$ cat config.mk
export PLATFORM = sky130hd
export DESIGN_NAME = ps2_mouse_packet_cursor_tracker_core
export DESIGN_NICKNAME = d
export VERILOG_FILES = /design/src/design/pmpct_pkg.sv /design/src/design/ps2_mouse_packet_cursor_tracker_core.sv
export VERILOG_INCLUDE_DIRS = /design/src /design/src/design
export SDC_FILE = /design/constraint.sdc
export NUM_CORES = 1
export LEC_CHECK = 0
export BUFFER_PORTS_ARGS = -buffer_cell sky130_fd_sc_hd__buf_2
export CAP_MARGIN = 20
export CORE_MARGIN = 8
export CORE_UTILIZATION = 45
export CTS_BUF_LIST = sky130_fd_sc_hd__clkbuf_8
export DETAILED_ROUTE_END_ITERATION = 7
export PLACE_DENSITY_LB_ADDON = 0.08
export SLEW_MARGIN = 5
export SYNTH_ARGS = -nofsm -noshare
export SYNTH_HDL_FRONTEND = slang
export SYNTH_SLANG_ARGS = --single-unit
export TNS_END_PERCENT = 20
$ cat constraint.sdc
create_clock -name clk -period 4.6 [get_ports clk]
set_input_delay 0.46 -clock clk [delete_from_list [all_inputs] [get_ports clk]]
set_output_delay 0.46 -clock clk [all_outputs]
set_load 0.005 [all_outputs]
$ cat src/design/ps2_mouse_packet_cursor_tracker_core_assert.svh
// ----------------------------------------------------------------------------
// PS/2 cursor tracker assertion macros
// Shared concurrent assertion forms, clocked on clk, disabled in reset.
// ----------------------------------------------------------------------------
`ifndef PS2_MOUSE_PACKET_CURSOR_TRACKER_CORE_ASSERT_SVH
`define PS2_MOUSE_PACKET_CURSOR_TRACKER_CORE_ASSERT_SVH

// same-cycle implication
`define PMPCT_ASSERT_NOW(lbl, ante, cons, msg) \
    lbl: assert property (@(posedge clk) disable iff (!rst_n) (ante) |-> (cons)) \
        else $error(msg);

// next-cycle implication
`define PMPCT_ASSERT_NEXT(lbl, ante, cons, msg) \
    lbl: assert property (@(posedge clk) disable iff (!rst_n) (ante) |=> (cons)) \
        else $error(msg);

`endif

$ cat src/design/pmpct_pkg.sv
// ----------------------------------------------------------------------------
// pmpct_pkg
// Types, constants and helpers for the PS/2 packet cursor tracker.
// ----------------------------------------------------------------------------
package pmpct_pkg;

    localparam int CFG_INDEX_W = 4;

    localparam logic [CFG_INDEX_W-1:0] CFG_COLUMN_MAX = 4'd0;
    localparam logic [CFG_INDEX_W-1:0] CFG_ROW_MAX    = 4'd1;

    localparam logic [7:0] COLUMN_MAX_RESET = 8'd79;
    localparam logic [7:0] ROW_MAX_RESET    = 8'd24;
    localparam logic [7:0] COLUMN_RESET     = 8'd40;
    localparam logic [7:0] ROW_RESET        = 8'd12;

    // header bits
    localparam int HDR_SYNC_BIT = 3;
    localparam int HDR_XSIGN_BIT = 4;
    localparam int HDR_YSIGN_BIT = 5;

    typedef enum logic [1:0] {
        POS_HEADER = 2'd0,
        POS_X      = 2'd1,
        POS_Y      = 2'd2
    } pos_t;

    // signed quotient of 9-bit movement by 8, toward zero
    function automatic logic signed [5:0] div8_trunc(input logic signed [8:0] v);
        logic signed [8:0] adj;
        logic signed [8:0] q;
        adj = v + (v[8] ? 9'sd7 : 9'sd0);
        q   = adj >>> 3;
        return q[5:0];
    endfunction

    // signed quotient of 9-bit movement by 16, toward zero
    function automatic logic signed [4:0] div16_trunc(input logic signed [8:0] v);
        logic signed [8:0] adj;
        logic signed [8:0] q;
        adj = v + (v[8] ? 9'sd15 : 9'sd0);
        q   = adj >>> 4;
        return q[4:0];
    endfunction

    function automatic logic [7:0] move_clamped(
        input logic [7:0]        pos,
        input logic signed [5:0] delta,
        input logic [7:0]        limit
    );
        logic signed [9:0] sum;
        sum = $signed({2'b00, pos}) + 10'(delta);
        if (sum < 10'sd0) begin
            return 8'd0;
        end
        if (sum > $signed({2'b00, limit})) begin
            return limit;
        end
        return sum[7:0];
    endfunction

endpackage

$ cat src/design/ps2_mouse_packet_cursor_tracker_core.sv
// ----------------------------------------------------------------------------
// ps2_mouse_packet_cursor_tracker_core
// Decodes three-byte PS/2 mouse packets and tracks a text-cell cursor.
// ----------------------------------------------------------------------------
// Path: an accepted input word passes the input register, then the result register.
// Throughput: one word per cycle while out_ready holds; input register feeds one
// short decode/clamp step into the result register, which frees as it is taken.
// Reset: async active low; cursor at column 40 row 12, limits 79/24,
// buttons clear, packet position back to header, pipeline empty.
`include "ps2_mouse_packet_cursor_tracker_core_assert.svh"

module ps2_mouse_packet_cursor_tracker_core
    import pmpct_pkg::*;
(
    input  logic                   clk,
    input  logic                   rst_n,
    input  logic                   in_valid,
    output logic                   in_ready,
    input  logic [7:0]             rx_byte,
    output logic                   out_valid,
    input  logic                   out_ready,
    output logic [7:0]             cursor_column,
    output logic [7:0]             cursor_row,
    output logic [2:0]             button_bits,
    output logic                   packet_done,
    output logic                   byte_dropped,
    input  logic                   cfg_we,
    input  logic [CFG_INDEX_W-1:0] cfg_index,
    input  logic [7:0]             cfg_data
);

    logic       s1_valid_reg;
    logic [7:0] s1_byte_reg;
    logic       out_valid_reg;
    logic [7:0] out_column_reg;
    logic [7:0] out_row_reg;
    logic [2:0] out_buttons_reg;
    logic       out_done_reg;
    logic       out_dropped_reg;

    logic [7:0] column_max_reg;
    logic [7:0] row_max_reg;
    pos_t       pos_reg;
    pos_t       pos_next;
    logic [7:0] header_reg;
    logic [7:0] header_next;
    logic [7:0] x_move_reg;
    logic [7:0] x_move_next;
    logic [7:0] column_reg;
    logic [7:0] column_next;
    logic [7:0] row_reg;
    logic [7:0] row_next;
    logic [2:0] buttons_reg;
    logic [2:0] buttons_next;
    logic       done_next;
    logic       dropped_next;

    logic       advance;
    logic       s1_fire;
    logic       in_fire;

    logic signed [8:0] dx;
    logic signed [8:0] dy_raw;
    logic signed [5:0] step_x;
    logic signed [5:0] step_y;

    assign advance  = !out_valid_reg || out_ready;
    assign s1_fire  = s1_valid_reg && advance;
    assign in_ready = !s1_valid_reg || advance;
    assign in_fire  = in_valid && in_ready;

    // configuration
    always_ff @(posedge clk or negedge rst_n) begin
        if (!rst_n) begin
            column_max_reg <= COLUMN_MAX_RESET;
            row_max_reg    <= ROW_MAX_RESET;
        end
        else if (cfg_we) begin
            unique case (cfg_index)
                CFG_COLUMN_MAX: column_max_reg <= cfg_data;
                CFG_ROW_MAX:    row_max_reg    <= cfg_data;
                default:        ;
            endcase
        end
    end

    // input register
    always_ff @(posedge clk or negedge rst_n) begin
        if (!rst_n) begin
            s1_valid_reg <= 1'b0;
        end
        else if (in_ready) begin
            s1_valid_reg <= in_valid;
        end
    end

    always_ff @(posedge clk) begin
        if (in_fire) begin
            s1_byte_reg <= rx_byte;
        end
    end

    // packet position sequencing
    always_comb begin
        pos_next = pos_reg;
        unique case (pos_reg)
            POS_HEADER:
            begin
                if (s1_byte_reg[HDR_SYNC_BIT]) begin
                    pos_next = POS_X;
                end
            end
            POS_X:   pos_next = POS_Y;
            default: pos_next = POS_HEADER;
        endcase
    end

    // movement arithmetic
    always_comb begin
        dx     = $signed({header_reg[HDR_XSIGN_BIT], x_move_reg});
        dy_raw = $signed({header_reg[HDR_YSIGN_BIT], s1_byte_reg});
        step_x = div8_trunc(dx);
        // rows grow downward
        step_y = -6'(div16_trunc(dy_raw));
    end

    // per-word datapath and flags
    always_comb begin
        header_next  = header_reg;
        x_move_next  = x_move_reg;
        column_next  = column_reg;
        row_next     = row_reg;
        buttons_next = buttons_reg;
        done_next    = 1'b0;
        dropped_next = 1'b0;
        unique case (pos_reg)
            POS_HEADER:
            begin
                if (s1_byte_reg[HDR_SYNC_BIT]) begin
                    header_next = s1_byte_reg;
                end
                else begin
                    dropped_next = 1'b1;
                end
            end
            POS_X:
            begin
                x_move_next = s1_byte_reg;
            end
            default:
            begin
                buttons_next = header_reg[2:0];
                column_next  = move_clamped(column_reg, step_x, column_max_reg);
                row_next     = move_clamped(row_reg, step_y, row_max_reg);
                done_next    = 1'b1;
            end
        endcase
    end

    always_ff @(posedge clk or negedge rst_n) begin
        if (!rst_n) begin
            pos_reg     <= POS_HEADER;
            header_reg  <= 8'd0;
            x_move_reg  <= 8'd0;
            column_reg  <= COLUMN_RESET;
            row_reg     <= ROW_RESET;
            buttons_reg <= 3'd0;
        end
        else if (s1_fire) begin
            pos_reg     <= pos_next;
            header_reg  <= header_next;
            x_move_reg  <= x_move_next;
            column_reg  <= column_next;
            row_reg     <= row_next;
            buttons_reg <= buttons_next;
        end
    end

    // result register
    always_ff @(posedge clk or negedge rst_n) begin
        if (!rst_n) begin
            out_valid_reg <= 1'b0;
        end
        else if (advance) begin
            out_valid_reg <= s1_valid_reg;
        end
    end

    always_ff @(posedge clk) begin
        if (s1_fire) begin
            out_column_reg  <= column_next;
            out_row_reg     <= row_next;
            out_buttons_reg <= buttons_next;
            out_done_reg    <= done_next;
            out_dropped_reg <= dropped_next;
        end
    end

    assign out_valid     = out_valid_reg;
    assign cursor_column = out_column_reg;
    assign cursor_row    = out_row_reg;
    assign button_bits   = out_buttons_reg;
    assign packet_done   = out_done_reg;
    assign byte_dropped  = out_dropped_reg;

    // a word in the input stage always moves on when the result register is empty
    `PMPCT_ASSERT_NEXT(a_fill_result, s1_valid_reg && !out_valid_reg, out_valid_reg,
        "input stage word did not reach result register")

    // third byte of a packet reports completion
    `PMPCT_ASSERT_NEXT(a_third_done, s1_fire && pos_reg == POS_Y,
        out_done_reg && !out_dropped_reg && pos_reg == POS_HEADER,
        "third byte did not complete packet")

    // dropped header byte leaves the cursor untouched
    `PMPCT_ASSERT_NEXT(a_drop_holds, s1_fire && pos_reg == POS_HEADER && !s1_byte_reg[HDR_SYNC_BIT],
        out_dropped_reg && column_reg == $past(column_reg) && row_reg == $past(row_reg),
        "dropped byte changed cursor state")

endmodule

==> results of run 1 <==
[layout by cell type, fill, tap and decap left out, drive strengths merged, types with 7 or more instances in the layout]
cell and n:
nand2b 16, ha 35, buf 103, inv 44, o211ai 18, nor3 11
clkbuf 10, nor2 8, dfrtp 41, o21ai 27, mux2 26, a21oi 17
o311ai 12, nand2 47, xor2 8, xnor2 12, edfxtp 29, o22ai 7
dfstp 11
[stage by stage]
stage	instance area, µm²	setup WS (ns)	cells
floorplan	4950	0.0973	465
global placement	5620	-0.0959	681
detailed placement	5620	-0.351	681
CTS	5940	-0.00113	703
global route	6320	-0.128	711
finish	6320	0.0626	711
[layout make-up]
type | count | area [µm²]
Clock inverter | 7 | 109
Tap cell | 140 | 175
Timing Repair Buffer | 104 | 674
Clock buffer | 9 | 124
Fill cell | 916 | 4470
Inverter | 41 | 154
Sequential cell | 81 | 2190
Multi-Input combinational cell | 329 | 2900
[cell families (layout without fill, tap and decap cells)]
family | count (synthesis) | after routing
XOR/XNOR | 20 | 20
AND/OR/NAND/NOR | 122 | 122
adder cells (fa/ha/maj) | 37 | 37
AO/OA/AOI/OAI | 118 | 118
flip-flops | 81 | 81
buffers and inverters | 55 | 161
multiplexers | 32 | 32
[worst max-delay path by stage]
stage                                         start                         end  slack [ns]  cells after the start
after floorplan           header_reg[4]$_DFFE_PN0P_  cursor_column[0]$_DFFE_PP_         0.1                     22
after global placement    header_reg[4]$_DFFE_PN0P_   column_reg[6]$_DFFE_PN0P_        -0.1                     20
after detailed placement  header_reg[4]$_DFFE_PN0P_   column_reg[6]$_DFFE_PN0P_       -0.35                     20
after CTS                 header_reg[5]$_DFFE_PN0P_     cursor_row[0]$_DFFE_PP_      -0.001                     23
after global routing      header_reg[4]$_DFFE_PN0P_  cursor_column[3]$_DFFE_PP_       -0.13                     22
final                     header_reg[4]$_DFFE_PN0P_  cursor_column[3]$_DFFE_PP_        0.06                     22
[worst register-to-register path, stage by stage (launching register included)]
cell and delay [ns]:
dfrtp_1 0.43, ha_4 0.29, nand4_1 0.11, and2_4 0.17, nor2b_4 0.15, nand4_1 0.14
xnor2_2 0.18, ha_1 0.33, buf_4 0.16, a31oi_4 0.19, nand2b_1 0.09, a21oi_2 0.13
xor2_1 0.19, inv_1 0.10, ha_4 0.28, nand4_1 0.13, o22ai_2 0.24, a31oi_2 0.07
and2_4 0.16, o2bb2ai_2 0.12, buf_4 0.19, o211ai_1 0.28, o311ai_4 0.15
[metal layers]
layer	vias to the layer above	track usage [%]	share of wire, %
li1	1920	-	-
met1	1949	22.9	43
met2	87	29.7	49
met3	24	3.86	4.8
met4	0	7.81	2.3
met5	-	0	0
[timing repair]
item | in CTS | in global routing
pin swaps | 6 | 17
setup buffers | 6 | 7
hold buffers | 0 | 0
setup endpoints to repair | 25 | 32
hold endpoints to repair | 0 | 0
resized for setup | 13 | 66
==> results.toml, run 1 <==
[setup_path]
worstPathArrival_ns = 4.65
crit_top_cell = "nand4_1"
worstPathCellList = "ha_4 > nand4_1 > and2_4 > nor2b_4 > nand4_1 > xnor2_2 > ha_1 > buf_4 > a31oi_4 > nand2b_1 > a21oi_2 > xor2_1 > inv_1 > ha_4 > nand4_1 > o22ai_2 > a31oi_2 > and2_4 > o2bb2ai_2 > buf_4 > o211ai_1 > o311ai_4"
max_stage_delay_ns = 0.43
path_buf_inv = 3
crit_slowest_cell = "dfrtp_1"
crit_family = "compound AO/OA/AOI/OAI gates"
r2r.worst_path.cells = 22
cp-start-kind = "flip-flop"
reg2reg_from = "header_reg[4]$_DFFE_PN0P_"
critPathMaxFanout = 16
r2r-end = "cursor_column[3]$_DFFE_PP_"
end_kind = "flip-flop"
crit_required_ns = 4.71
path_class = "flip-flop to flip-flop"
r2r_slack_ns = 0.06

[cts]
cts.clk_slew.worst_paths_ns = 0.10
cts_num_sinks = 81
clk_path_buf_depth = 2
clock_latency_ns = 0.37
tritoncts = "built"
cts_buffers = 9
cts_root_buf = "clkbuf_8"
htree_num_levels = 3

[floorplan]
die_h_um = 121
num_io_pins = 48
core_area_mm2 = 0.0108
start_util_pct = 45.8
row_count = 38
die_w_um = 121
dieArea_mm2 = 0.0146

[synthesis]
synth_top_family_by_area = "compound AO/OA/AOI/OAI gates"
yosys_warnings = 0
synth_area_leader_cell = "dfrtp_1"
syn_nets = 527
synth_edf_count = 29
synth_adder_area_share_pct = 9.66
synthTopCellsByCount = "nand2_1 (47), dfrtp_1 (41), inv_1 (40)"
synth_area_leaders = "dfrtp_1 (21%), edfxtp_1 (18%), ha_1 (8.8%)"
synth_most_common_cell = "nand2_1"
synth-seq-cells = 81
synth_top_flop_cell = "dfrtp_1"
postSynthCellCount = 465
synth.distinct_cells = 65
synthXorXnorAreaFrac_pct = 3.54
avgSynthCellArea_um2 = 10.6
synth-seq-area-share_pct = 44.2
yosys.area_share.simple_pct = 13.5
synth_compound_area_share_pct = 17.5
synth_top_area_share_pct = 20.7
synth.mux.area_fraction_pct = 7.13
ys_async_sr_fraction_pct = 64.2
syn_area_mm2 = 0.00495

[routing]
drt_iter0_drc = 259
drc = 0
wl_um = 13400
detail-route-antenna-nets = 0
num_vias = 3980
first_pass_iters = 4
post_drt_wl_per_cell_um = 18.9
via_per_inst = 5.60

[final_layout]
drive_gt1_share_pct = 41.2
fin_util_pct = 58.6
area_growth_pct = 27.8
final_nets = 628
n_antenna_cell = 0

[timing]
clock_skew_ns = 0.00984
setup_viol = 0
relSlewSlack_pct = 52.6
post-route-period-util_pct = 98.6
tightest_slew_ns = 0.711
hold_viol = 0
maxSlewViolCount = 0
setup_tns_ns = 0
period_minus_slack_ns = 4.54
rsz0062_at_grt = "yes"
timing.hold.ws_ns = 0.218
timing.fmax_mhz = 220

[global_route]
grt_max_degree = 53
antenna_found_initial = 0
grt_pass1_vias = 3956
grt_overflow = 0
track_usage_pct = 18.2
grt_pass1_wl_um = 20800

[hold_path]
worstHoldPathType = "input pin to asynchronous set/reset pin"

[flow_run]
drv_cap = 0

[placed_design]
dp_hpwl_um = 9700
gp_congestion = 0.846
port_buffers = 47

[run_status]
status = "complete, no violations"
Power of run 1 is left out: the tool's default activity adds up to more than one toggle a clock period on the data nets, which glitch-free logic cannot reach.
==> inputs of run 2 (changes only) <==
--- a/config.mk
+++ b/config.mk
@@ -9,7 +9,7 @@
 export BUFFER_PORTS_ARGS = -buffer_cell sky130_fd_sc_hd__buf_2
 export CAP_MARGIN = 20
 export CORE_MARGIN = 8
-export CORE_UTILIZATION = 45
+export CORE_UTILIZATION = 55
 export CTS_BUF_LIST = sky130_fd_sc_hd__clkbuf_8
 export DETAILED_ROUTE_END_ITERATION = 7
 export PLACE_DENSITY_LB_ADDON = 0.08
==> run 2 against run 1 <==
  * The flow now finishes with violations (setup timing)
  * Clock skew barely moved
  * Utilization rose by 12 points
  * Global-route usage rose by 2.0 points
  * Clock-buffer cell count did not move
  * Critical path type unchanged
  * Critical endpoint is now cursor_row[3]$_DFFE_PP_
  * Highest routed layer unchanged
==> results.toml, run 2 (synthesis gave the netlist of run 1 again) <==
[timing]
setup_tns_ns = -1.47
timing.fmax_mhz = 208
maxSlewViolCount = 0
period_minus_slack_ns = 4.80
clock_skew_ns = 0.0101
hold_viol = 0
setup_viol = 11
finalWorstSetupSlack_ns = -0.200
relSlewSlack_pct = 53.6
post-route-period-util_pct = 104
rsz0062_at_grt = "yes"
tightest_slew_ns = 0.696

[routing]
wl_um = 13000
detail-route-antenna-nets = 0
drc = 0
via_per_inst = 5.97
num_vias = 4042
drt_iter0_drc = 226
first_pass_iters = 5
post_drt_wl_per_cell_um = 19.2

[setup_path]
crit_required_ns = 4.71
end_kind = "flip-flop"
r2r.worst_path.cells = 21
cp-start-kind = "flip-flop"
path_class = "flip-flop to flip-flop"
worstPathArrival_ns = 4.91
r2r_slack_ns = -0.20
r2r-end = "cursor_row[3]$_DFFE_PP_"
reg2reg_from = "header_reg[5]$_DFFE_PN0P_"
critPathMaxFanout = 4

[final_layout]
area_growth_pct = 25.2
stdcell_area_mm2 = 0.00620
fillCellCount = 630
drive_gt1_share_pct = 38.3
multi_input_area_mm2 = 0.00285
final_common_cell = "buf_4"
layout_common_cells = "buf_4 (51), buf_2 (47), nand2_1 (46)"
final_nets = 626
n_antenna_cell = 0
seqCellArea_mm2 = 0.00219
instances_no_fill = 677

[run_status]
status = "finished with violations"
violations = "setup timing"

[cts]
clk_path_buf_depth = 2
cts_root_buf = "clkbuf_8"
clock_latency_ns = 0.36
htree_num_levels = 3
tritoncts = "built"
cts.clk_slew.worst_paths_ns = 0.10
cts_buffers = 9
hold_buffers = 0
cts_num_sinks = 81

[global_route]
grt_pass1_wl_um = 20200
grt_pass1_vias = 4026
grt_max_degree = 53
antenna_found_initial = 0
grt_overflow = 0
track_usage_pct = 20.2

[placed_design]
placement.cell_area_mm2 = 0.00560
gp_congestion = 0.929
dp_hpwl_um = 9180
place_ws_ns = -0.463
dpl.cell_count = 652
port_buffers = 47

[floorplan]
die_h_um = 111
dieArea_mm2 = 0.0123
core_area_mm2 = 0.00872
num_io_pins = 48
row_count = 34
die_w_um = 111
start_util_pct = 56.7

[flow_run]
drv_cap = 0

[hold_path]
worstHoldPathType = "input pin to asynchronous set/reset pin"
run 2: cell count changes in the layout (fill, tap and decap cells not counted), sizes merged:
cell      before  now
clkbuf        10    9
buf          103  102
bufinv         2    1
clkinv         2    1
clkinvlp       0    2
run 2: layout make-up:
class	instances	area share, %
clock buffer	9	2.00
tap	108	2.18
inverter	41	2.48
clock inverter	7	1.33
timing repair buffer	102	10.7
multi-input combinational	329	46.0
sequential	81	35.3
run 2: worst max-delay path by stage:
stage                         startpoint                          to  slack, ns  cells past startpoint
2_1_floorplan  header_reg[4]$_DFFE_PN0P_  cursor_column[0]$_DFFE_PP_        0.1                     22
3_3_place_gp   header_reg[5]$_DFFE_PN0P_     cursor_row[7]$_DFFE_PP_      -0.35                     20
3_5_place_dp   header_reg[5]$_DFFE_PN0P_     cursor_row[7]$_DFFE_PP_      -0.46                     21
4_1_cts        header_reg[4]$_DFFE_PN0P_  cursor_column[0]$_DFFE_PP_      -0.01                     22
5_1_grt        header_reg[5]$_DFFE_PN0P_     cursor_row[0]$_DFFE_PP_      -0.37                     20
6_report       header_reg[5]$_DFFE_PN0P_     cursor_row[3]$_DFFE_PP_      -0.20                     21
run 2: per-layer routing:
| layer | routed length [µm] | GRT usage, % |
|---|---|---|
| met5 | 0 | 0 |
| met4 | 398 | 6.67 |
| met2 | 6360 | 33.9 |
| met3 | 627 | 5.25 |
| met1 | 5630 | 24.6 |
run 2: what timing repair did:
action                                  4_1_cts  5_1_grt
gates resized for setup                      23       49
setup buffers                                 6        3
hold endpoints to repair                      0        0
pin swaps                                     3       15
endpoints found under the setup margin       32       32
run 2: stage by stage:
stage	utilization, %	hold WS [ns]
4_1_cts	68.1	0.236
3_5_place_dp	64.3	0.473
6_report	71.0	0.200
3_3_place_gp	64.3	0.467
5_1_grt	71.0	0.244
2_1_floorplan	-	0.164
run 2: critical path: stages, from the launching register on:
cell	delay, ns
dfrtp_2	0.48
ha_4	0.30
o21ai_4	0.06
a221o_1	0.37
xnor2_2	0.18
inv_1	0.07
ha_1	0.28
nor2b_4	0.13
o31a_1	0.29
o41ai_2	0.27
and4_1	0.28
a21oi_2	0.05
xnor2_1	0.13
ha_1	0.32
nand2_2	0.10
nor3_2	0.27
a21oi_2	0.10
nor3_4	0.28
buf_4	0.19
mux2i_1	0.18
buf_4	0.15
o22ai_1	0.06
Power of run 2 is left out for the same reason.
==> inputs of run 3 (changes only) <==
--- a/config.mk
+++ b/config.mk
@@ -12,7 +12,7 @@
 export CORE_UTILIZATION = 55
 export CTS_BUF_LIST = sky130_fd_sc_hd__clkbuf_8
 export DETAILED_ROUTE_END_ITERATION = 7
-export PLACE_DENSITY_LB_ADDON = 0.08
+export PLACE_DENSITY_LB_ADDON = 0.05
 export SLEW_MARGIN = 5
 export SYNTH_ARGS = -nofsm -noshare
 export SYNTH_HDL_FRONTEND = slang
==> run 3 against run 2 <==
  * The flow still finishes with violations (setup timing)
  * Global-route usage shrank 0.28 points
  * Register-to-register slack gained 0.10 ns
  * Worst hold slack gained 0.014 ns
  * Fmax grew 2.2%
  * Clock-buffer cell count grew 1
  * Critical path depth grew 1
  * First-iteration DRC count shrank 8.4%
==> results.toml, run 3 (synthesis gave the netlist of run 1 again) <==
[run_status]
status = "finished with violations"
violations = "setup timing"

[setup_path]
worstPathArrival_ns = 4.89
r2r-end = "cursor_row[7]$_DFFE_PP_"
r2r.worst_path.cells = 22
critPathMaxFanout = 5
crit_required_ns = 4.79
cp-start-kind = "flip-flop"
path_class = "flip-flop to flip-flop"
reg2reg_from = "header_reg[5]$_DFFE_PN0P_"
end_kind = "flip-flop"
r2r_slack_ns = -0.09

[final_layout]
fillCellCount = 666
n_antenna_cell = 0
drive_gt1_share_pct = 36.2
instances_no_fill = 671
area_growth_pct = 22.7
layout_common_cells = "buf_2 (47), nand2_1 (45), buf_4 (42)"
final_common_cell = "buf_2"
multi_input_area_mm2 = 0.00278
final_nets = 620
seqCellArea_mm2 = 0.00219

[timing]
timing.fmax_mhz = 213
post-route-period-util_pct = 102
timing.hold.ws_ns = 0.213
period_minus_slack_ns = 4.69
hold_viol = 0
clock_skew_ns = 0.0134
rsz0062_at_grt = "yes"
finalWorstSetupSlack_ns = -0.0947
tightest_slew_ns = 0.718
setup_tns_ns = -0.641
relSlewSlack_pct = 51.9
setup_viol = 10
maxSlewViolCount = 0

[floorplan]
start_util_pct = 56.7
dieArea_mm2 = 0.0123
core_area_mm2 = 0.00872
die_h_um = 111
die_w_um = 111
row_count = 34
num_io_pins = 48

[routing]
num_vias = 4025
via_per_inst = 6.00
drt_iter0_drc = 207
post_drt_wl_per_cell_um = 19.0
wl_um = 12800
first_pass_iters = 4
drc = 0
detail-route-antenna-nets = 0

[global_route]
track_usage_pct = 19.9
grt_pass1_wl_um = 19900
grt_use_met1_pct = 24.0
antenna_found_initial = 0
grt_overflow = 0
grtUsageMet3_pct = 5.25
grt_pass1_vias = 3942
grt_max_degree = 53
top_usage_layer = "met2"
met2_usage_pct = 33.6

[cts]
cts_buffers = 9
cts_num_sinks = 81
clock_latency_ns = 0.37
cts_root_buf = "clkbuf_8"
htree_num_levels = 3
cts.clk_slew.worst_paths_ns = 0.10
clk_path_buf_depth = 2
tritoncts = "built"

[flow_run]
drv_cap = 0

[placed_design]
port_buffers = 47
gp_congestion = 0.900
dp_hpwl_um = 9150
dpl.cell_count = 646

[hold_path]
worstHoldPathType = "input pin to asynchronous set/reset pin"
[run 3: per-stage QoR]
step	utilization, %	setup slack, ns	cell area [µm²]
6_report	69.6	-0.0947	6070
5_1_grt	69.6	-0.259	6070
4_1_cts	66.8	0.0130	5820
3_5_place_dp	63.7	-0.365	5560
3_3_place_gp	63.7	-0.224	5560
2_1_floorplan	-	0.0973	4950
[run 3: cell type report]
class | instances | area share (%)
Timing Repair Buffer | 96 | 10.4
Inverter | 41 | 2.54
Sequential cell | 81 | 36.0
Multi-Input combinational cell | 329 | 45.7
Tap cell | 108 | 2.23
Clock buffer | 10 | 2.27
Clock inverter | 6 | 0.804
[run 3: worst max-delay path, stage by stage, from the launching register on]
cell,delay [ns]
dfrtp_1,0.43
ha_1,0.31
o21ai_2,0.06
a22o_1,0.24
nor2_2,0.16
nand2_1,0.09
xor2_1,0.16
ha_1,0.34
o21a_1,0.20
o31a_1,0.16
o41ai_2,0.42
and4_1,0.28
a21oi_2,0.05
xnor2_1,0.13
ha_1,0.34
nand2_2,0.09
a21oi_2,0.13
o41ai_2,0.09
a21oi_2,0.22
nor3_4,0.07
buf_6,0.15
mux2i_2,0.16
a221oi_4,0.25
[run 3: layer usage]
| metal | part of all wire [%] | wire length (µm) |
|---|---|---|
| met5 | 0 | 0 |
| met4 | 1.8 | 236 |
| met3 | 6.5 | 827 |
| met2 | 50 | 6370 |
| met1 | 42 | 5320 |
[run 3: worst max path at each step]
stage,start,endpoint,depth (start not counted)
floorplan,header_reg[4]$_DFFE_PN0P_,cursor_column[0]$_DFFE_PP_,22
global placement,header_reg[4]$_DFFE_PN0P_,column_reg[5]$_DFFE_PN1P_,21
detailed placement,header_reg[5]$_DFFE_PN0P_,cursor_row[2]$_DFFE_PP_,20
CTS,header_reg[4]$_DFFE_PN0P_,column_reg[6]$_DFFE_PN0P_,20
global route,header_reg[5]$_DFFE_PN0P_,cursor_row[7]$_DFFE_PP_,22
finish,header_reg[5]$_DFFE_PN0P_,cursor_row[7]$_DFFE_PP_,22
[run 3: repair_timing]
action	CTS	global route
resized for setup	17	44
pin swaps	3	33
hold buffers	0	0
endpoints found under the setup margin	31	32
setup buffers	3	5
Power of run 3 is left out for the same reason.
